===== src/design/hdlr_pkg.sv =====
// Shared types and constants for the Hermite delay-line reader.
// Field widths, default parameter values, item kinds and the
// controller-to-datapath command and status words. No dependencies.
package hdlr_pkg;

    // Default sizes, handed to the top level parameters
    localparam int BUFFER_SIZE_DEF   = 4096;
    localparam int FRACTION_BITS_DEF = 16;
    localparam int SAMPLE_BITS_DEF   = 24;

    // Fixed field widths of the stream words
    localparam int WADDR_W   = 12;
    localparam int WSAMP_W   = 24;
    localparam int RPOS_W    = 28;
    localparam int OUT_W     = 24;
    localparam int S_TDATA_W = 64;
    localparam int M_TDATA_W = 24;

    // Bit offsets of the input fields inside s_tdata
    localparam int WADDR_LSB = 0;
    localparam int WSAMP_LSB = WADDR_LSB + WADDR_W;
    localparam int RPOS_LSB  = WSAMP_LSB + WSAMP_W;

    // Item kinds carried on s_tuser
    localparam logic FUNC_WRITE = 1'b0;
    localparam logic FUNC_READ  = 1'b1;

    // Datapath operations, one per controller step
    typedef enum logic [3:0] {
        OP_NONE,
        OP_DIFF,
        OP_SUMS,
        OP_A,
        OP_MULA,
        OP_S1,
        OP_MULS1,
        OP_S2,
        OP_MULS2,
        OP_ROUND,
        OP_OUT
    } dp_op_t;

    typedef struct packed {
        logic       clr_step;    // write zero at the clear counter, advance it
        logic       wr_item;     // store the sample of the word on s_tdata
        logic       load_pos;    // latch index and fraction of a read word
        logic       cap_sample;  // shift the fetched sample into the window
        logic [1:0] fetch_off;   // fetch index is base + fetch_off - 1
        dp_op_t     op;
    } dp_cmd_t;

    typedef struct packed {
        logic clr_last;          // clear counter sits on the last entry
    } dp_stat_t;

endpackage


===== src/design/hdlr_dp.sv =====
// Datapath for the Hermite delay-line reader: store addressing, sample
// window, coefficient adders, shared multiplier and saturating output.
// Uses hdlr_pkg; drives the ports of one hdlr_ram.
module hdlr_dp import hdlr_pkg::*; #(
    parameter int BUFFER_SIZE   = BUFFER_SIZE_DEF,
    parameter int FRACTION_BITS = FRACTION_BITS_DEF,
    parameter int SAMPLE_BITS   = SAMPLE_BITS_DEF
) (
    input  logic                           aclk,
    input  logic                           aresetn,
    input  dp_cmd_t                        cmd,
    output dp_stat_t                       stat,
    input  logic [S_TDATA_W-1:0]           s_tdata,
    output logic                           ram_we,
    output logic [$clog2(BUFFER_SIZE)-1:0] ram_waddr,
    output logic [SAMPLE_BITS-1:0]         ram_wdata,
    output logic [$clog2(BUFFER_SIZE)-1:0] ram_raddr,
    input  logic [SAMPLE_BITS-1:0]         ram_rdata,
    output logic [M_TDATA_W-1:0]           m_tdata
);

    localparam int IDX_W = $clog2(BUFFER_SIZE);
    localparam int F     = FRACTION_BITS;
    localparam int SW    = SAMPLE_BITS;
    localparam int CW    = SW + 5;          // coefficient and Horner width
    localparam int PW    = CW + F + 1;      // product width

    localparam logic signed [PW-1:0] HALF = {{(PW-F-1){1'b0}}, 1'b1, {F{1'b0}}};
    localparam logic signed [CW:0]   SMAX = {{(CW-SW+2){1'b0}}, {(SW-1){1'b1}}};
    localparam logic signed [CW:0]   SMIN = {{(CW-SW+2){1'b1}}, {(SW-1){1'b0}}};

    // Field extraction
    logic [WADDR_W-1:0]       wr_addr;
    logic [WSAMP_W-1:0]       wr_samp;
    logic [RPOS_W-1:0]        rd_pos;
    logic [IDX_W+WADDR_W-1:0] wr_addr_ext;
    logic [SW+WSAMP_W-1:0]    wr_samp_ext;
    logic [IDX_W+RPOS_W-1:0]  rd_idx_ext;

    assign wr_addr     = s_tdata[WADDR_LSB +: WADDR_W];
    assign wr_samp     = s_tdata[WSAMP_LSB +: WSAMP_W];
    assign rd_pos      = s_tdata[RPOS_LSB +: RPOS_W];
    assign wr_addr_ext = {{IDX_W{1'b0}}, wr_addr};
    assign wr_samp_ext = {{SW{1'b0}}, wr_samp};
    assign rd_idx_ext  = {{IDX_W{1'b0}}, rd_pos} >> F;

    // Clear counter
    logic [IDX_W-1:0] clr_cnt_reg;

    always_ff @(posedge aclk) begin
        if (!aresetn) begin
            clr_cnt_reg <= '0;
        end else if (cmd.clr_step) begin
            clr_cnt_reg <= clr_cnt_reg + IDX_W'(1);
        end
    end

    assign stat.clr_last = (clr_cnt_reg == {IDX_W{1'b1}});

    // Store ports: clear pass or write word on the write side
    logic [IDX_W-1:0] base_reg;
    logic [F-1:0]     frac_reg;

    assign ram_we    = cmd.clr_step || cmd.wr_item;
    assign ram_waddr = cmd.clr_step ? clr_cnt_reg : wr_addr_ext[IDX_W-1:0];
    assign ram_wdata = cmd.clr_step ? '0 : wr_samp_ext[SW-1:0];
    assign ram_raddr = base_reg + IDX_W'(cmd.fetch_off) - IDX_W'(1);

    // Sample window and arithmetic registers
    logic signed [SW-1:0]   xm1_reg, x0_reg, x1_reg;
    logic signed [CW-1:0]   c_reg;
    logic signed [CW-1:0]   w_reg;      // holds V, then W
    logic signed [CW-1:0]   e_reg;      // holds x2 - x0, then V + x2 - x0
    logic signed [CW-1:0]   b_reg;
    logic signed [CW-1:0]   acc_reg;    // A, s1, s2, then rounded s2 term
    logic signed [PW-1:0]   prod_reg;
    logic [M_TDATA_W-1:0]   out_reg;

    logic signed [CW-1:0]   xm1_e, x0_e, x1_e, x2_e;
    logic signed [F:0]      frac_s;
    logic signed [PW-1:0]   mul;
    logic signed [PW-1:0]   prod_sh;
    logic signed [PW-1:0]   prod_rnd;
    logic signed [CW:0]     y_full;
    logic [SW-1:0]          y_sat;
    logic [SW+OUT_W-1:0]    y_ext;

    assign xm1_e  = CW'(xm1_reg);
    assign x0_e   = CW'(x0_reg);
    assign x1_e   = CW'(x1_reg);
    assign x2_e   = CW'(signed'(ram_rdata));
    assign frac_s = signed'({1'b0, frac_reg});

    // Shared multiplier and the shifts that follow it
    assign mul      = acc_reg * frac_s;
    assign prod_sh  = prod_reg >>> F;
    assign prod_rnd = (prod_reg + HALF) >>> (F + 1);

    // Add the center sample and clamp to the sample range
    assign y_full = (CW+1)'(acc_reg) + (CW+1)'(x0_reg);

    always_comb begin
        if (y_full > SMAX) begin
            y_sat = SMAX[SW-1:0];
        end else if (y_full < SMIN) begin
            y_sat = SMIN[SW-1:0];
        end else begin
            y_sat = y_full[SW-1:0];
        end
    end

    assign y_ext = {{OUT_W{1'b0}}, y_sat};

    // Step through the Horner sequence
    always_ff @(posedge aclk) begin
        if (cmd.load_pos) begin
            base_reg <= rd_idx_ext[IDX_W-1:0];
            frac_reg <= rd_pos[F-1:0];
        end
        if (cmd.cap_sample) begin
            xm1_reg <= x0_reg;
            x0_reg  <= x1_reg;
            x1_reg  <= signed'(ram_rdata);
        end
        case (cmd.op)
            OP_DIFF: begin
                c_reg <= x1_e - xm1_e;
                w_reg <= (x0_e - x1_e) <<< 1;
                e_reg <= x2_e - x0_e;
            end
            OP_SUMS: begin
                w_reg <= c_reg + w_reg;
                e_reg <= w_reg + e_reg;
            end
            OP_A: begin
                acc_reg <= w_reg + e_reg;
            end
            OP_MULA: begin
                prod_reg <= mul;
                b_reg    <= w_reg + acc_reg;
            end
            OP_S1: begin
                acc_reg <= signed'(prod_sh[CW-1:0]) - b_reg;
            end
            OP_MULS1: begin
                prod_reg <= mul;
            end
            OP_S2: begin
                acc_reg <= signed'(prod_sh[CW-1:0]) + c_reg;
            end
            OP_MULS2: begin
                prod_reg <= mul;
            end
            OP_ROUND: begin
                acc_reg <= signed'(prod_rnd[CW-1:0]);
            end
            OP_OUT: begin
                out_reg <= y_ext[OUT_W-1:0];
            end
            default: begin
            end
        endcase
    end

    assign m_tdata = out_reg;

endmodule


===== config.mk =====
export PLATFORM = sky130hd
export DESIGN_NAME = hdlr_dp
export DESIGN_NICKNAME = d
export VERILOG_FILES = /design/src/design/hdlr_pkg.sv /design/src/design/hdlr_dp.sv
export SDC_FILE = /design/constraint.sdc
export NUM_CORES = 2
export LEC_CHECK = 0
export BUFFER_PORTS_ARGS = -buffer_cell sky130_fd_sc_hd__buf_2
export CAP_MARGIN = 5
export CORE_MARGIN = 2
export CORE_UTILIZATION = 40
export CTS_BUF_LIST = sky130_fd_sc_hd__clkbuf_8
export CTS_CLUSTER_DIAMETER = 80
export CTS_CLUSTER_SIZE = 10
export DETAILED_ROUTE_END_ITERATION = 8
export GPL_TIMING_DRIVEN = 0
export MAX_ROUTING_LAYER = met4
export SLEW_MARGIN = 0
export SYNTH_ARGS = -nofsm -noshare
export SYNTH_HDL_FRONTEND = slang
export SYNTH_SLANG_ARGS = --single-unit

===== constraint.sdc =====
create_clock -name aclk -period 8.9 [get_ports aclk]
set_input_delay 0.445 -clock aclk [delete_from_list [all_inputs] [get_ports aclk]]
set_output_delay 0.445 -clock aclk [all_outputs]
set_load 0.005 [all_outputs]

# Yosys cells after proc, flatten, opt, wreduce, memory -nomap -nowiden
# Cells that the tools add are included.
# classes
addsub,13
mul,1
div,0
n_lt_le_gt_ge,2
n_eq_ne,11
shift,0
n_mux,6
bitwise,0
reduce_logical,4
# op_table
cell,count
adder 29 bit,4
case mux 29 bit (2 select lines),2
case mux 29 bit (4 select lines),1
subtractor 24 x 24 -> 25 bit,3
2-to-1 mux 24 bit,2
"adder 46 x 18 -> 46 bit, second input constant",1
multiplier 29 x 17 -> 46 bit,1
adder 29 x 24 -> 30 bit,1
"greater-than comparator 30 x 24 -> 1 bit, second input constant",1
"less-than comparator 30 x 24 -> 1 bit, second input constant",1
subtractor 29 bit,1
"equality test 4 x 3 -> 1 bit, second input constant",4
"adder 12 x 1 -> 12 bit, second input constant",1
adder 12 x 2 -> 12 bit,1
"equality test 12 bit, second input constant",1
"equality test 4 bit, second input constant",3
2-to-1 mux 12 bit,1
"subtractor 12 x 1 -> 12 bit, second input constant",1
"equality test 4 x 2 -> 1 bit, second input constant",2
"equality test 4 x 1 -> 1 bit, second input constant",1
nonzero test 4 bit,1
OR reduction 3 bit,1
nonzero test 2 bit,1
logical OR 1 bit,1
# totals
reg_bits,327
latchBits,0
ram_bits,0
mem_bits_ro,0
in_bits,100
output_inout_bits,74
wordCells,50
n_memories,0

# Longest topological paths before layout
# depth
ltp_word,3
depth_mapped,27
mapped_depth_nobuf,25

# Worst setup path before layout
# No wires, ideal clock.
# synth_timing
kind,register to register
from,reg frac_reg[8]
to,reg prod_reg[39] (data pin)
setup_time_ns,0.262
arrival_time_ns,6.229
required_time_ns,8.638
setup_slack_ns,2.409
path_stages_with_launch,24
path_buffers,2
period_less_slack_ns,6.491
path_cell_list,edfxtp_1 clkbuf_1 clkbuf_1 nand2_1 fa_1 inv_1 fa_1 fa_1 fa_1 fa_1 inv_1 fa_1 inv_1 ha_1 a21o_1 a21o_1 a21o_1 a21oi_1 nand2_1 o21ba_2 or3_1 a211oi_1 o21bai_1 xor2_1
# synth_between
elab_chain_cells,1
# synth_rtl
item,line_no,rtl
start: declaration,hdlr_dp.sv:62,logic [F-1:0] frac_reg;
start signal: assignment,hdlr_dp.sv:118,frac_reg <= rd_pos[F-1:0];
multiplier 29 x 17 -> 46 bit,hdlr_dp.sv:95,assign mul = acc_reg * frac_s;
via mul[39],hdlr_dp.sv:81,logic signed [PW-1:0] mul;
end signal: assignment,hdlr_dp.sv:139,prod_reg <= mul;
end signal: assignment,hdlr_dp.sv:146,prod_reg <= mul;
end signal: assignment,hdlr_dp.sv:152,prod_reg <= mul;
end: declaration,hdlr_dp.sv:76,logic signed [PW-1:0] prod_reg;
# The timed path passes the listed nets, and every way through them passes these cells.
# A chain may end at the register's enable or synchronous reset.

# Final worst setup path
# layout_timing
from,reg acc_reg[15]
to,reg prod_reg[39] (data pin)
# layout_between
elab_chain_cells,1
# layout_rtl
item,line_no,rtl
start: declaration,hdlr_dp.sv:75,logic signed [CW-1:0] acc_reg;
start signal: assignment,hdlr_dp.sv:136,acc_reg <= w_reg + e_reg;
start signal: assignment,hdlr_dp.sv:143,acc_reg <= signed'(prod_sh[CW-1:0]) - b_reg;
start signal: assignment,hdlr_dp.sv:149,acc_reg <= signed'(prod_sh[CW-1:0]) + c_reg;
multiplier 29 x 17 -> 46 bit,hdlr_dp.sv:95,
via mul[39],hdlr_dp.sv:81,
# The timed path passes the listed nets, and every way through them passes these cells.

==> reports/results.txt <==
Slew HR: 0.267
Multi-input gate area: 26500 sq um
Die Ht: 315 um
Util after Layout: 0.446
Yosys cell types: 85
most frequent CP cell: fa_1
worst hold slack: 0.0578 ns
CP Launch Point: acc_reg[15]$_DFFE_PP_
Core ar.: 95300 sq um
die area: 99000 sq um
synth top area cells: fa_1, edfxtp_1, ha_1
Final Slew Violations: 0
Reg area: 9100 sq um
largest net degree at the start of global routing: 73
Synth Flop Type: edfxtp_1
Root Driver: clkbuf_8
cts repair resizes: 0
Worst Tran Pin Value: 1.09 ns
delay-heaviest family, CP: adder cells
CTS tree: built
all-layer global routing usage: 0.238
Slowest Stage Delay on Critical Path: 0.94 ns
Tcrit/Tclk final: 0.887
Worst Skew: 0.0645 ns
CP Data Required Time: 9.28 ns
grt total ovfl: 0
routed len/inst: 19.9 um
Detail Placement HPWL: 90600 um
Pre-antenna DRT Iters: 6
Net Count, Synth: 5003
CTS Buf Count: 39
worst-path cell chain: clkbuf_1, nand2_1, fa_1, fa_1, fa_1, inv_1, fa_1, fa_1, inv_1, fa_1, inv_1, ha_1, a21o_1, a21o_1, a21o_1, a21oi_1, nand2_1, o21ba_2, or3_1, a211oi_1, o21bai_1, xor2_1
Die W: 315 um
Setup Buffers After CTS: 0
# rows: 113
Critical Path Source Type: flop
number of flip-flops in the largest register: 30
ANT nets after route: 0
crit path max fanout: 10
Reg-to-Reg Start: acc_reg[15]$_DFFE_PP_
Vias/cell: 5.32
synth warn: 0
Hold Startpoint: s_tdata[42]
CTS max path bufs: 3
first-pass GRT wire length: 175000 um
Mapped Area: 38600 sq um
layout cells sized above 1: 0.0637
outcome: finished, final reports clean
via count: 30100
DRC Markers: 0
Buf+Inv Stages, Crit Path: 4
CTS H-tree lvls: 2
clock slew seen by the registers of the worst setup and hold paths: 0.08 ns
hold buffers post-CTS: 51
max cap viols: 0
maximum clock frequency: 0.127 GHz
Setup TNS Final: 0 ns
Async S/R FF share, synth: 0
Post-synth EDFFs: 295
Syn-to-layout area delta: 10.1%
Crit-path slowest cell: edfxtp_1
Worst-Skew Late Latency: 0.66 ns
Fill cells: 9341
Final #Nets: 5273
Yosys top cell by area: fa_1
starting density of the core: 0.405
total wire length: 113000 um
Worst EP arrival: 8.27 ns
Iter 0 DRT Violations: 2577
cell count after synthesis: 4112
sequential-to-total area share from yosys stat: 0.236
register bit total from synthesis: 307
vias in the first global route: 30100
Clock Sinks: 307
RSZ-0062 raised after global routing: false
input/output buffers: 171
post-synth top area share: 0.235
initial antenna violation count: 11
Crit Path Category: flop to flop
final setup violation count: 0
Setup crit end kind: flop
Top-Level Pins: 174
syn avg cell area: 9.39 sq um
Final Critical Period: 7.89 ns
min-delay worst type: input port to flop
Final Hold Viols: 0
RePlAce Congestion: 0.952
==> worst paths after layout <==
kind | end | slack [ns] | cells past startpoint
worst max-delay path | prod_reg[39]$_DFFE_PP_ | 1.01 | 22
worst min-delay path | frac_reg[6]$_DFFE_PP_ | 0.06 | 1
worst max register to register | prod_reg[39]$_DFFE_PP_ | 1.01 | 22
worst min register to register | x0_reg[17]$_DFFE_PP_ | 0.49 | 0
==> Yosys cell counts (7+ instances only) <==
master and n:
inv_1 681, fa_1 454, nand2_1 417, ha_1 337, edfxtp_1 295, a21oi_1 221, and2_1 216, nor2_1 179
xnor2_1 175, o21ai_0 172, clkbuf_1 115, xor2_1 98, a21o_1 91, nor3_1 58, nand3_1 55, nor2b_1 52
nand2b_1 47, nand4_1 30, o21a_1 30, and3_1 27, a31oi_1 24, or3_1 24, a211oi_1 22, o21ai_1 22
o21bai_1 22, o31ai_1 18, mux2_2 14, nor4_1 14, a21boi_0 13, o221ai_1 13, dfxtp_1 12, mux2i_1 11
o41ai_1 11, a22oi_1 10, o2111ai_1 10, o211ai_1 10, a31o_2 7, buf_1 7
==> per-layer routing <==
metal  wire, um  global-route usage  part of all wire  vias to the layer above
li1           -                   -                 -                    14200
met5          0                   -                 0                        -
met3       7610              0.0314             0.067                      170
met1      50400               0.324              0.45                    14800
met2      51700               0.375              0.46                      973
met4       3110              0.0613             0.028                        0
==> area by class of cell <==
class	count	share of cell area
Clock inverter	14	0.00403
Multi-Input combinational cell	3000	0.624
Clock buffer	43	0.0139
Antenna cell	3	0.000177
Sequential cell	307	0.214
Tap cell	1265	0.0372
Inverter	681	0.0602
Timing Repair Buffer	229	0.0353
Buffer	124	0.0113
==> placed cells by master, fill, tap and decap left out, types with 51 or more instances in the layout <==
cell             n
inv_1          687
fa_1           454
nand2_1        417
ha_1           337
edfxtp_1       295
a21oi_1        221
and2_1         216
nor2_1         177
xnor2_1        175
o21ai_0        171
buf_2          170
clkbuf_1       115
xor2_1          98
a21o_1          91
nor3_1          58
nand3_1         55
nor2b_1         52
dlygate4sd3_1   51
==> metrics by stage <==
| stage | cells | cell area (sq um) | setup slack [ns] |
|---|---|---|---|
| 2_1_floorplan | 4112 | 38600 | 2.41 |
| 3_3_place_gp | 5548 | 41000 | 0.750 |
| 3_5_place_dp | 5555 | 41200 | 1.01 |
| 4_1_cts | 5663 | 42500 | 0.961 |
| 5_1_grt | 5666 | 42500 | 0.551 |
| 6_report | 5666 | 42500 | 1.01 |
==> cell families (layout without fill, tap and decap cells) <==
| logic type | Yosys count | count (layout) | synth area share |
|---|---|---|---|
| xor+xnor | 273 | 273 | 0.0619 |
| buf+inv | 805 | 1091 | 0.0787 |
| simple gates | 1148 | 1148 | 0.145 |
| flops | 307 | 307 | 0.236 |
| fa+ha+maj | 791 | 791 | 0.345 |
| other cells | 0 | 3 | 0 |
| mux | 25 | 25 | 0.00694 |
| compound gates | 763 | 763 | 0.127 |
Power is not shown: default switching activity piles up to over one toggle a cycle in this logic, so the estimate is an artifact.
