## src/design/hdlr_pkg.sv

```systemverilog
// Shared types and constants for the Hermite delay-line reader.
// Field widths, default parameter values, item kinds and the
// controller-to-datapath command and status words. No dependencies.
package hdlr_pkg;

    // Default sizes, handed to the top level parameters
    localparam int BUFFER_SIZE_DEF   = 4096;
    localparam int FRACTION_BITS_DEF = 16;
    localparam int SAMPLE_BITS_DEF   = 24;

    // Fixed field widths of the stream words
    localparam int WADDR_W   = 12;
    localparam int WSAMP_W   = 24;
    localparam int RPOS_W    = 28;
    localparam int OUT_W     = 24;
    localparam int S_TDATA_W = 64;
    localparam int M_TDATA_W = 24;

    // Bit offsets of the input fields inside s_tdata
    localparam int WADDR_LSB = 0;
    localparam int WSAMP_LSB = WADDR_LSB + WADDR_W;
    localparam int RPOS_LSB  = WSAMP_LSB + WSAMP_W;

    // Item kinds carried on s_tuser
    localparam logic FUNC_WRITE = 1'b0;
    localparam logic FUNC_READ  = 1'b1;

    // Datapath operations, one per controller step
    typedef enum logic [3:0] {
        OP_NONE,
        OP_DIFF,
        OP_SUMS,
        OP_A,
        OP_MULA,
        OP_S1,
        OP_MULS1,
        OP_S2,
        OP_MULS2,
        OP_ROUND,
        OP_OUT
    } dp_op_t;

    typedef struct packed {
        logic       clr_step;    // write zero at the clear counter, advance it
        logic       wr_item;     // store the sample of the word on s_tdata
        logic       load_pos;    // latch index and fraction of a read word
        logic       cap_sample;  // shift the fetched sample into the window
        logic [1:0] fetch_off;   // fetch index is base + fetch_off - 1
        dp_op_t     op;
    } dp_cmd_t;

    typedef struct packed {
        logic clr_last;          // clear counter sits on the last entry
    } dp_stat_t;

endpackage

```

## src/design/hdlr_ctrl.sv

```systemverilog
// Controller for the Hermite delay-line reader: clear pass, item accept,
// four sample fetches and the Horner step sequence. Uses hdlr_pkg.
module hdlr_ctrl import hdlr_pkg::*; (
    input  logic     aclk,
    input  logic     aresetn,
    input  logic     s_tvalid,
    output logic     s_tready,
    input  logic     s_func,
    output logic     m_tvalid,
    input  logic     m_tready,
    output dp_cmd_t  cmd,
    input  dp_stat_t stat
);

    typedef enum logic [3:0] {
        ST_CLEAR,
        ST_IDLE,
        ST_F0,
        ST_F1,
        ST_F2,
        ST_F3,
        ST_DIFF,
        ST_SUMS,
        ST_A,
        ST_MULA,
        ST_S1,
        ST_MULS1,
        ST_S2,
        ST_MULS2,
        ST_ROUND,
        ST_OUT
    } state_t;

    state_t state_reg, state_next;
    logic   m_tvalid_reg, m_tvalid_next;

    // Next state, commands and output valid
    always_comb begin
        state_next    = state_reg;
        cmd           = '0;
        cmd.op        = OP_NONE;
        s_tready      = 1'b0;
        m_tvalid_next = m_tvalid_reg && !m_tready;
        case (state_reg)
            ST_CLEAR: begin
                cmd.clr_step = 1'b1;
                if (stat.clr_last) begin
                    state_next = ST_IDLE;
                end
            end
            ST_IDLE: begin
                s_tready = 1'b1;
                if (s_tvalid) begin
                    if (s_func == FUNC_WRITE) begin
                        cmd.wr_item = 1'b1;
                    end else begin
                        cmd.load_pos = 1'b1;
                        state_next   = ST_F0;
                    end
                end
            end
            ST_F0: begin
                cmd.fetch_off = 2'd0;
                state_next    = ST_F1;
            end
            ST_F1: begin
                cmd.fetch_off  = 2'd1;
                cmd.cap_sample = 1'b1;
                state_next     = ST_F2;
            end
            ST_F2: begin
                cmd.fetch_off  = 2'd2;
                cmd.cap_sample = 1'b1;
                state_next     = ST_F3;
            end
            ST_F3: begin
                cmd.fetch_off  = 2'd3;
                cmd.cap_sample = 1'b1;
                state_next     = ST_DIFF;
            end
            ST_DIFF: begin
                cmd.op     = OP_DIFF;
                state_next = ST_SUMS;
            end
            ST_SUMS: begin
                cmd.op     = OP_SUMS;
                state_next = ST_A;
            end
            ST_A: begin
                cmd.op     = OP_A;
                state_next = ST_MULA;
            end
            ST_MULA: begin
                cmd.op     = OP_MULA;
                state_next = ST_S1;
            end
            ST_S1: begin
                cmd.op     = OP_S1;
                state_next = ST_MULS1;
            end
            ST_MULS1: begin
                cmd.op     = OP_MULS1;
                state_next = ST_S2;
            end
            ST_S2: begin
                cmd.op     = OP_S2;
                state_next = ST_MULS2;
            end
            ST_MULS2: begin
                cmd.op     = OP_MULS2;
                state_next = ST_ROUND;
            end
            ST_ROUND: begin
                cmd.op     = OP_ROUND;
                state_next = ST_OUT;
            end
            ST_OUT: begin
                // Load the output register once it is free or being drained
                if (!m_tvalid_reg || m_tready) begin
                    cmd.op        = OP_OUT;
                    m_tvalid_next = 1'b1;
                    state_next    = ST_IDLE;
                end
            end
            default: begin
                state_next = ST_IDLE;
            end
        endcase
    end

    // Hold state and output valid
    always_ff @(posedge aclk) begin
        if (!aresetn) begin
            state_reg    <= ST_CLEAR;
            m_tvalid_reg <= 1'b0;
        end else begin
            state_reg    <= state_next;
            m_tvalid_reg <= m_tvalid_next;
        end
    end

    assign m_tvalid = m_tvalid_reg;

endmodule

```

## config.mk

```make
export PLATFORM = sky130hd
export DESIGN_NAME = hdlr_ctrl
export DESIGN_NICKNAME = d
export VERILOG_FILES = /design/src/design/hdlr_pkg.sv /design/src/design/hdlr_ctrl.sv
export SDC_FILE = /design/constraint.sdc
export NUM_CORES = 1
export LEC_CHECK = 0
export BUFFER_PORTS_ARGS = -buffer_cell sky130_fd_sc_hd__buf_4
export CELL_PAD_IN_SITES_DETAIL_PLACEMENT = 0
export CELL_PAD_IN_SITES_GLOBAL_PLACEMENT = 1
export CORE_AREA = 2 2 39 41
export CTS_BUF_LIST = sky130_fd_sc_hd__clkbuf_4 sky130_fd_sc_hd__clkbuf_8
export CTS_CLUSTER_SIZE = 20
export DETAILED_ROUTE_END_ITERATION = 6
export DIE_AREA = 0 0 41 43
export HOLD_SLACK_MARGIN = 0.08
export PLACE_DENSITY_LB_ADDON = 0.25
export RECOVER_POWER = 100
export SYNTH_ARGS = -nofsm -noshare
export SYNTH_HDL_FRONTEND = slang
export SYNTH_SLANG_ARGS = --single-unit
```

## constraint.sdc

```tcl
create_clock -name aclk -period 1.35 [get_ports aclk]
set_input_delay 0.27 -clock aclk [delete_from_list [all_inputs] [get_ports aclk]]
set_output_delay 0.27 -clock aclk [all_outputs]
set_load 0.02 [all_outputs]
```

== Word level (Yosys, flattened, before mapping) ==
Cells that the tools add are included.

* Register bits after elaboration: 5
* Input bits: 6
* Output and inout port bits: 12

* Equal/unequal tests: 19
* Mux-type cells: 17
* Reduce and logical (&&, ||, !) cells: 7

{| class="wikitable"
|+ Operators with widths
! operator !! count
|-
| $pmux W4 S16 || 1
|-
| $pmux W4 S10 || 1
|-
| $eq A4 B4 Y1 const B || 8
|-
| $mux W4 || 5
|-
| $eq A4 B3 Y1 const B || 4
|-
| $eq A4 B2 Y1 const B || 2
|-
| $ne A2 B2 Y1 const B || 4
|-
| $mux W1 || 7
|-
| $pmux W2 S3 || 1
|-
| $eq A4 B1 Y1 const B || 1
|-
| $logic_not A4 Y1 || 1
|-
| $mux W2 || 2
|-
| $reduce_and A4 Y1 || 1
|-
| $reduce_or A3 Y1 || 1
|-
| $logic_not A1 Y1 || 2
|-
| $logic_and A1 B1 Y1 || 1
|-
| $logic_or A1 B1 Y1 || 1
|}

== Logic depth before layout (Yosys ltp) ==
Gate-level depths: netlist of run 1.

* Word-level depth: 4
* Depth in mapped cells: 4
* Depth with buffers taken out: 3

== Worst setup path before layout of run 1 ==
Ideal clock, no wire load.

* Path type: register to output
* Start: reg state_reg[2]
* End: out cmd[8] (netlist bit)
* Arrival: 1.350 ns
* Data required time: 1.080 ns
* Setup slack: -0.270 ns
* Stages on the path, launching flop included: 5
* Buffers on the path: 1
* Cells stage by stage: dfxtp_1 buf_6 nor3_1 nand2_1 nor3b_1

{| class="wikitable"
|+ RTL lines
! element !! line !! text
|-
| start: declaration || hdlr_ctrl.sv:34 || <nowiki>state_t state_reg, state_next;</nowiki>
|-
| start signal: assignment || hdlr_ctrl.sv:137 || <nowiki>state_reg <= state_next;</nowiki>
|-
| end: declaration || hdlr_ctrl.sv:11 || <nowiki>output dp_cmd_t cmd,</nowiki>
|}

==> run summary, run 1 <==
The routability congestion estimate is just over 0.7. The number of warning messages in the yosys log is 0. The routed via count divided by cell count is roughly 4.7. The remaining global-route overflow came out at 0. Clock skew on the completed layout was measured at roughly 0.00096 ns. The via count of the first global-routing pass came to roughly 380. The area enclosed by the die boundary came out at 1760 µm².

The worst-case IR drop observed on VDD is approximately 0.00053 V. The number of buffers inserted during clock tree synthesis is 3. The die outline width came out at 41 µm. The total of fill cells in the finished design is between 100 and 150. The starting DRC count in detailed routing is 2. The area of placed instances came out at approximately 560 µm². The capture endpoint of the worst hold path is state_reg[0]. The number of antenna violations at the first check in global routing came out at 0. The die outline height is around 43 µm.

The number of distinct library cells after synthesis came out at 27. The mapped netlist covers ~370 µm². The register with the most flip-flops in the layout has 4 of them. The growth of design area from synthesis to finish came out at 84.0%. The root buffer cell chosen for the clock tree is sky130_fd_sc_hd__clkbuf_4. The number of standard-cell rows in the floorplan came out at 14.

The starting density of the core came out at 26.5%. The total area inside the core boundary comes to 1380 µm². The average detailed-routed wire length per instance is around 11 µm. The power after layout is approximately 0.64 mW. Setup violations remaining at the end of the flow were counted as 10. The end of the worst register-to-register path is state_reg[0]. The final critical-path share of the clock period came out at 117%. Counting instances, the worst hold path has a depth of 3. The detail route stage leaves a number of antenna-violating nets equal to 0. The count of pins over their slew limit is 0. The actual slew at the worst max-slew pin is about 0.19 ns. The clock drives 5 sinks. The data required time of the critical path is 1.08 ns. The worst slew margin relative to its limit is between 80% and 90%.

The worst-path maximum fanout came out at 6. The smallest clock period supported by the final layout is computed as roughly 1.6 ns. The highest attainable clock frequency came out at 633 MHz. The type of the most critical hold path is input pin to flip-flop. The register-to-register setup slack is roughly 0.050 ns. Synthesis inferred 5 register bits. The worst setup path is launched from a flip-flop. Sorting the synthesized cells by area gives the leading types as sky130_fd_sc_hd__dfxtp_1 27%, sky130_fd_sc_hd__buf_6 6.1%, sky130_fd_sc_hd__nor2_1 6.1%. The number of buffers added on ports is 17.

The post-place setup slack is -0.0120 ns. In this run the critical register-to-register path is launched from state_reg[0]. The max-cap check violation count came out at 0. The maximum number of pins on one net before global-route repair is 10.

The synthesized area per cell came out at roughly 7.3 µm². The synthesized netlist net count came out at 56. The total wirelength of the detailed-routed design came out at a little over 1000 µm.

The number of iterations in the first detailed-routing pass is 2. The worst setup path is of the flip-flop to primary output kind. The maximum root-to-sink buffer count came out at 2. After legalization and detailed placement, the total HPWL measured 711 µm.

The sequential-to-total area share from yosys stat is 27.3%. The critical path data arrival time came out at approximately 1.3 ns. The gate count after technology mapping came out at 50.

The leakage power summed over all cells came out at 0.312 nW. Setup repair after global routing could not meet its margin everywhere. The final number of hold-violating endpoints is 0.

The core utilization of the finished layout is between 40 and 50%. The first global-routing pass estimated around 1600 µm of wire. The ratio of total power to cell area is roughly 950 nW/µm². The antenna diode count is 0.

The fraction of layout cells with a size suffix above 1 is 63.6%. The synthesized design spends more area on one cell type than any other, namely sky130_fd_sc_hd__dfxtp_1. The final cell area excluding filler cells is slightly below 700 µm². The checks that failed: setup timing. The worst setup path is captured at a primary output. In the layout the commonest cells are 21 x sky130_fd_sc_hd__buf_4, 6 x sky130_fd_sc_hd__buf_6. The proportion of netlist area held by the largest area contributor came out at 27.3%. TritonCTS built the clock tree. The start point of the worst hold path is aresetn.

The number of design rule violations left after detail routing came out at 0. Across every metal layer, demand over resource in global routing totals between 10 and 15%. The library cell used most frequently in the layout, excluding fill and tap cells, is sky130_fd_sc_hd__buf_4. The via count of the routed design came out at between 400 and 500. The CTS clock-pin slew for the worst setup and hold paths is ~0.040 ns.

CTS built an H-tree with a depth of 1. The quantity of hold-fixing buffers added after cts is 0. The depth of the worst register-to-register path is 4. Across all setup checks in the final design, the least slack found is -0.230 ns.

In this run the count of I/O pins placed on the die edge is 18. The source-to-sink clock delay at the later pin of the worst-skew pair came out at 0.24 ns. The number of nets at the end of the flow came out at between 80 and 90. The flow ran to the end, but the final reports show violations.
-- per-layer routing --
| metal | vias up | track usage, % | wire [µm] |
|---|---|---|---|
| met1 | 194 | 19.0 | 451 |
| met4 | 0 | 8.00 | 18 |
| met2 | 13 | 17.5 | 474 |
| met3 | 4 | 7.85 | 67 |
| li1 | 226 | - | - |
| met5 | - | 0 | 0 |
-- worst max-delay path by stage --
stage	start	endpoint	slack, ns	depth (start not counted)
floorplan	state_reg[2]	cmd[8]	-0.09	4
global placement	state_reg[0]	cmd[9]	0.001	3
detailed placement	state_reg[1]	cmd[8]	-0.01	4
CTS	state_reg[0]	cmd[9]	-0.23	3
global route	state_reg[0]	cmd[9]	-0.26	3
finish	state_reg[0]	cmd[9]	-0.23	3
-- layout make-up --
| cell class | instances | area, µm² | share of cell area (%) |
|---|---|---|---|
| inverter | 2 | 7.51 | 1.11 |
| clock buffer | 4 | 30.0 | 4.45 |
| multi-input combinational | 39 | 277 | 41.0 |
| sequential | 5 | 115 | 17.1 |
| timing repair buffer | 27 | 225 | 33.4 |
| tap | 16 | 20.0 | 2.97 |
-- stage by stage --
step | hold WS, ns | setup TNS (ns) | std cells
finish | 0.275 | -1.16 | 93
global route | 0.291 | -1.74 | 93
CTS | 0.269 | -1.39 | 91
detailed placement | 0.537 | -0.0168 | 86
global placement | 0.543 | 0 | 86
floorplan | 0.381 | -0.152 | 50
-- cells in the mapped netlist --
cell,count
sky130_fd_sc_hd__buf_6,2
sky130_fd_sc_hd__inv_1,2
sky130_fd_sc_hd__o21ai_0,1
sky130_fd_sc_hd__nand2_1,5
sky130_fd_sc_hd__nand3b_1,1
sky130_fd_sc_hd__nand3_1,4
sky130_fd_sc_hd__and3_1,1
sky130_fd_sc_hd__dfxtp_1,5
sky130_fd_sc_hd__xnor2_1,1
sky130_fd_sc_hd__nor3b_1,1
sky130_fd_sc_hd__a21boi_0,1
sky130_fd_sc_hd__nand4b_1,1
sky130_fd_sc_hd__clkbuf_1,1
sky130_fd_sc_hd__a211oi_1,1
sky130_fd_sc_hd__nand2b_1,2
sky130_fd_sc_hd__and2_2,2
sky130_fd_sc_hd__nor2_1,6
sky130_fd_sc_hd__or4_4,1
sky130_fd_sc_hd__a31oi_1,1
sky130_fd_sc_hd__and3b_1,1
sky130_fd_sc_hd__o21ai_2,1
sky130_fd_sc_hd__buf_2,1
sky130_fd_sc_hd__and2_1,1
sky130_fd_sc_hd__a21oi_1,4
sky130_fd_sc_hd__nor2b_1,1
sky130_fd_sc_hd__and3_2,1
sky130_fd_sc_hd__nor3_1,1
-- cell families (layout without fill, tap and decap cells) --
logic type / count (synthesis) / count (layout) / synth area share (%)
flops: 5 / 5 / 27.3
buf+inv: 6 / 33 / 10.6
simple gates: 29 / 29 / 44.7
xor+xnor: 1 / 1 / 2.39
compound gates: 9 / 9 / 15.0
-- critical path, stage by stage, from the launching register on --
cell and delay, ns:
sky130_fd_sc_hd__dfxtp_4 0.36, sky130_fd_sc_hd__or4_4 0.54, sky130_fd_sc_hd__inv_2 0.07, sky130_fd_sc_hd__buf_6 0.10
-- power by group --
part           internal, mW  leakage, nW  switching [mW]
clock network         0.132       0.0184          0.0639
registers             0.160       0.0436          0.0226
logic                 0.148        0.250           0.115
-- what timing repair did --
action | CTS | global route
setup endpoints to repair | 11 | 11
setup buffers | 1 | 2
pin swaps | 2 | 2
gates resized for setup | 11 | 13
Note: power is estimated with default switching activity, not from simulation.
==> inputs of run 2 (changes only) <==
PLACE_DENSITY = 0.8   (was default)
PLACE_DENSITY_LB_ADDON = default   (was 0.25)
==> run summary, run 2 (synthesis results as in run 1) <==
The wire length of the first global-routing pass is 1480 µm (was 1580 µm). The sort of element at the end of the critical path is a primary output (unchanged). The number of iterations in the first detailed-routing pass is 4 (was 2). The kind of start point of the critical path was a flip-flop (unchanged).

The fraction of layout cells with a size suffix above 1 is 66.2% (was 63.6%). The slowest cell on the critical path was sky130_fd_sc_hd__or4_4 (unchanged). Outcome: complete, but fails checks (unchanged).

The capture endpoint of the worst hold path is state_reg[0] (unchanged). The total wirelength of the detailed-routed design came out at 979 µm (was 1010 µm). The category of the most critical setup path was flip-flop to primary output (unchanged). The type of the most critical hold path is input pin to flip-flop (unchanged). The multi-input combinational cell area was 283 µm² (was 277 µm²).

The maximum number of pins on one net before global-route repair is 10 (unchanged). The leakage power summed over all cells is 0.309 nW (was 0.312 nW). The final setup violation count came out at 9 (was 10). The most common cell after layout, fill and taps aside is sky130_fd_sc_hd__buf_4 (unchanged).

The worst-path maximum fanout came out at 6 (unchanged). The launch instance of the worst register-to-register path is state_reg[0] (unchanged). The die outline width is 41 µm (unchanged). The end of the worst register-to-register path is state_reg[0] (unchanged). The depth of the worst register-to-register path came to 4 (unchanged).

The cell at the root of the clock tree was sky130_fd_sc_hd__clkbuf_4 (unchanged). The count of pins over their slew limit came to 0 (unchanged). The total of fill cells in the finished design came out at 143 (was 148). The area of placed instances came out at 557 µm² (unchanged). The number of antenna violations at the first check in global routing is 0 (unchanged). The CTS clock-pin slew for the worst setup and hold paths came to 0.04 ns (about the same).

The actual slew at the worst max-slew pin is 0.250 ns (was 0.195 ns). The final critical-path share of the clock period is 117% (about the same). The highest attainable clock frequency is 633 MHz (about the same).

The number of levels the H-tree was split into came out at 1 (unchanged). The worst ir drop on vdd came out at 0.000575 V (was 0.000529 V). The number of buffers added on ports is 17 (unchanged). The remaining global-route overflow came out at 0 (unchanged). The die outline height came out at 43 µm (unchanged).

RSZ-0062 raised after global routing: yes (unchanged). The growth of design area from synthesis to finish was 85.7% (was 84.0%). The via count of the routed design came out at 454 (was 437). The number of I/O pins came out at 18 (unchanged). The flip-flop count of the largest register after layout is 4 (unchanged).

Highest-count cells in the layout ignoring fill and taps: 19 x sky130_fd_sc_hd__buf_4, 7 x sky130_fd_sc_hd__buf_6 (was 21 x sky130_fd_sc_hd__buf_4, 6 x sky130_fd_sc_hd__buf_6). The number of buffers inserted during clock tree synthesis was 3 (unchanged). The final cell area excluding filler cells came out at 681 µm² (was 674 µm²). The source-to-sink clock delay at the later pin of the worst-skew pair came to 0.24 ns (about the same). The final number of hold-violating endpoints came to 0 (unchanged).

The minimum period implied by the final worst setup slack is 1.58 ns (about the same). The all-layer global routing usage is 12.7% (was 14.3%). The register-to-register setup slack is 0.04 ns (was 0.05 ns). Violated checks: setup timing (unchanged). The post-place setup slack came out at -0.00384 ns (was -0.0120 ns).

The count of antenna-violating nets left after detailed routing was 0 (unchanged). The number of nets at the end of the flow came out at 84 (unchanged). The number of design rule violations left after detail routing came out at 0 (unchanged). The number of standard-cell rows in the floorplan is 14 (unchanged). The quantity of hold-fixing buffers added after cts is 0 (unchanged). The setup skew after layout is 0.000652 ns (was 0.000958 ns).

The critical path data arrival time came out at 1.31 ns (about the same). The placeable core region came out at 1380 µm² (unchanged). List of cells traversed by the critical path: or4_4 -> inv_2 -> buf_6 (unchanged). The data required time of the critical path was 1.08 ns (about the same). The detailed-placement wirelength estimate is 714 µm (was 711 µm). The area enclosed by the die boundary came out at 1760 µm² (unchanged).

The maximum root-to-sink buffer count is 2 (unchanged). The max-cap check violation count came out at 0 (unchanged). The start point of the worst hold path is aresetn (unchanged). The via count of the first global-routing pass was 358 (was 381). The delay of the slowest cell on the worst path came to 0.54 ns (about the same). The beginning of the critical path is state_reg[0] (unchanged). The starting density of the core is 26.5% (unchanged). The CTS tree is yes (unchanged). The count of cells along the worst hold path is 3 (unchanged). The ratio of total power to cell area was 947 nW/µm² (was 949 nW/µm²). The post-layout worst setup margin came out at -0.229 ns (was -0.230 ns). The routed via count divided by cell count is 4.88 (was 4.70). The number of clock sinks seen by CTS is 5 (unchanged). The worst slew margin relative to its limit is 83.4% (was 87.0%).

The average detailed-routed wire length per instance came out at 10.5 µm (was 10.9 µm). The antenna diode count came to 0 (unchanged). The starting DRC count in detailed routing came out at 6 (was 2). The register area came out at 115 µm² (unchanged). The routability congestion estimate is 0.791 (was 0.714).
run 2: final cells by class:
class / instances / area share, %
multi-input cells: 39 / 41.5
repair buffers: 27 / 33.1
clock buffers: 4 / 4.41
inverters: 2 / 1.10
well taps: 16 / 2.94
flip-flops and latches: 5 / 16.9
run 2: per-stage QoR:
| stage | instances | hold slack [ns] | utilization (%) | setup TNS, ns | power, mW |
|---|---|---|---|---|---|
| after floorplan | 50 | 0.381 | - | -0.152 | 0.312 |
| final | 93 | 0.286 | 49.2 | -1.12 | 0.644 |
| after CTS | 92 | 0.287 | 46.1 | -1.36 | 0.621 |
| after detailed placement | 86 | 0.542 | 40.2 | -0.00384 | 0.390 |
| after global placement | 86 | 0.528 | 40.2 | 0 | 0.388 |
| after global routing | 93 | 0.291 | 49.2 | -1.80 | 0.690 |
run 2: power breakdown:
group          leakage, nW  switching (mW)  total, mW  internal [mW]
Combinational        0.247           0.118      0.267          0.149
Sequential          0.0436          0.0216      0.181          0.160
Clock               0.0184          0.0642      0.196          0.132
run 2: worst max-delay path by stage:
stage          endpoint  cells after the start
4_1_cts          cmd[9]                      3
2_1_floorplan    cmd[8]                      4
5_1_grt          cmd[9]                      3
3_5_place_dp     cmd[8]                      4
6_report         cmd[9]                      3
3_3_place_gp     cmd[8]                      4
run 2: routing by layer:
layer  global-route usage [%]  vias to the layer above  share of wire, %  wire length [µm]
li1                         -                      225                 -                 -
met1                     16.2                      210                43               423
met2                     17.2                       16                47               456
met3                     3.14                        3               8.0                78
met4                     10.0                        0               2.1                21
met5                        0                        -                 0                 0
run 2: worst max-delay path, delay by kind of cell (launching register included):
family                 cells  cell delay (ns)
buffers and inverters      2             0.17
flip-flops                 1             0.35
AND/OR/NAND/NOR            1             0.54
run 2: repair_timing:
action                                  in CTS  in global routing
gates cloned                                 0                  0
buffers inserted                             2                  1
pin swaps                                    2                  6
resized for setup                           12                 16
endpoints found under the hold margin        0                  0
endpoints found under the setup margin      11                 12
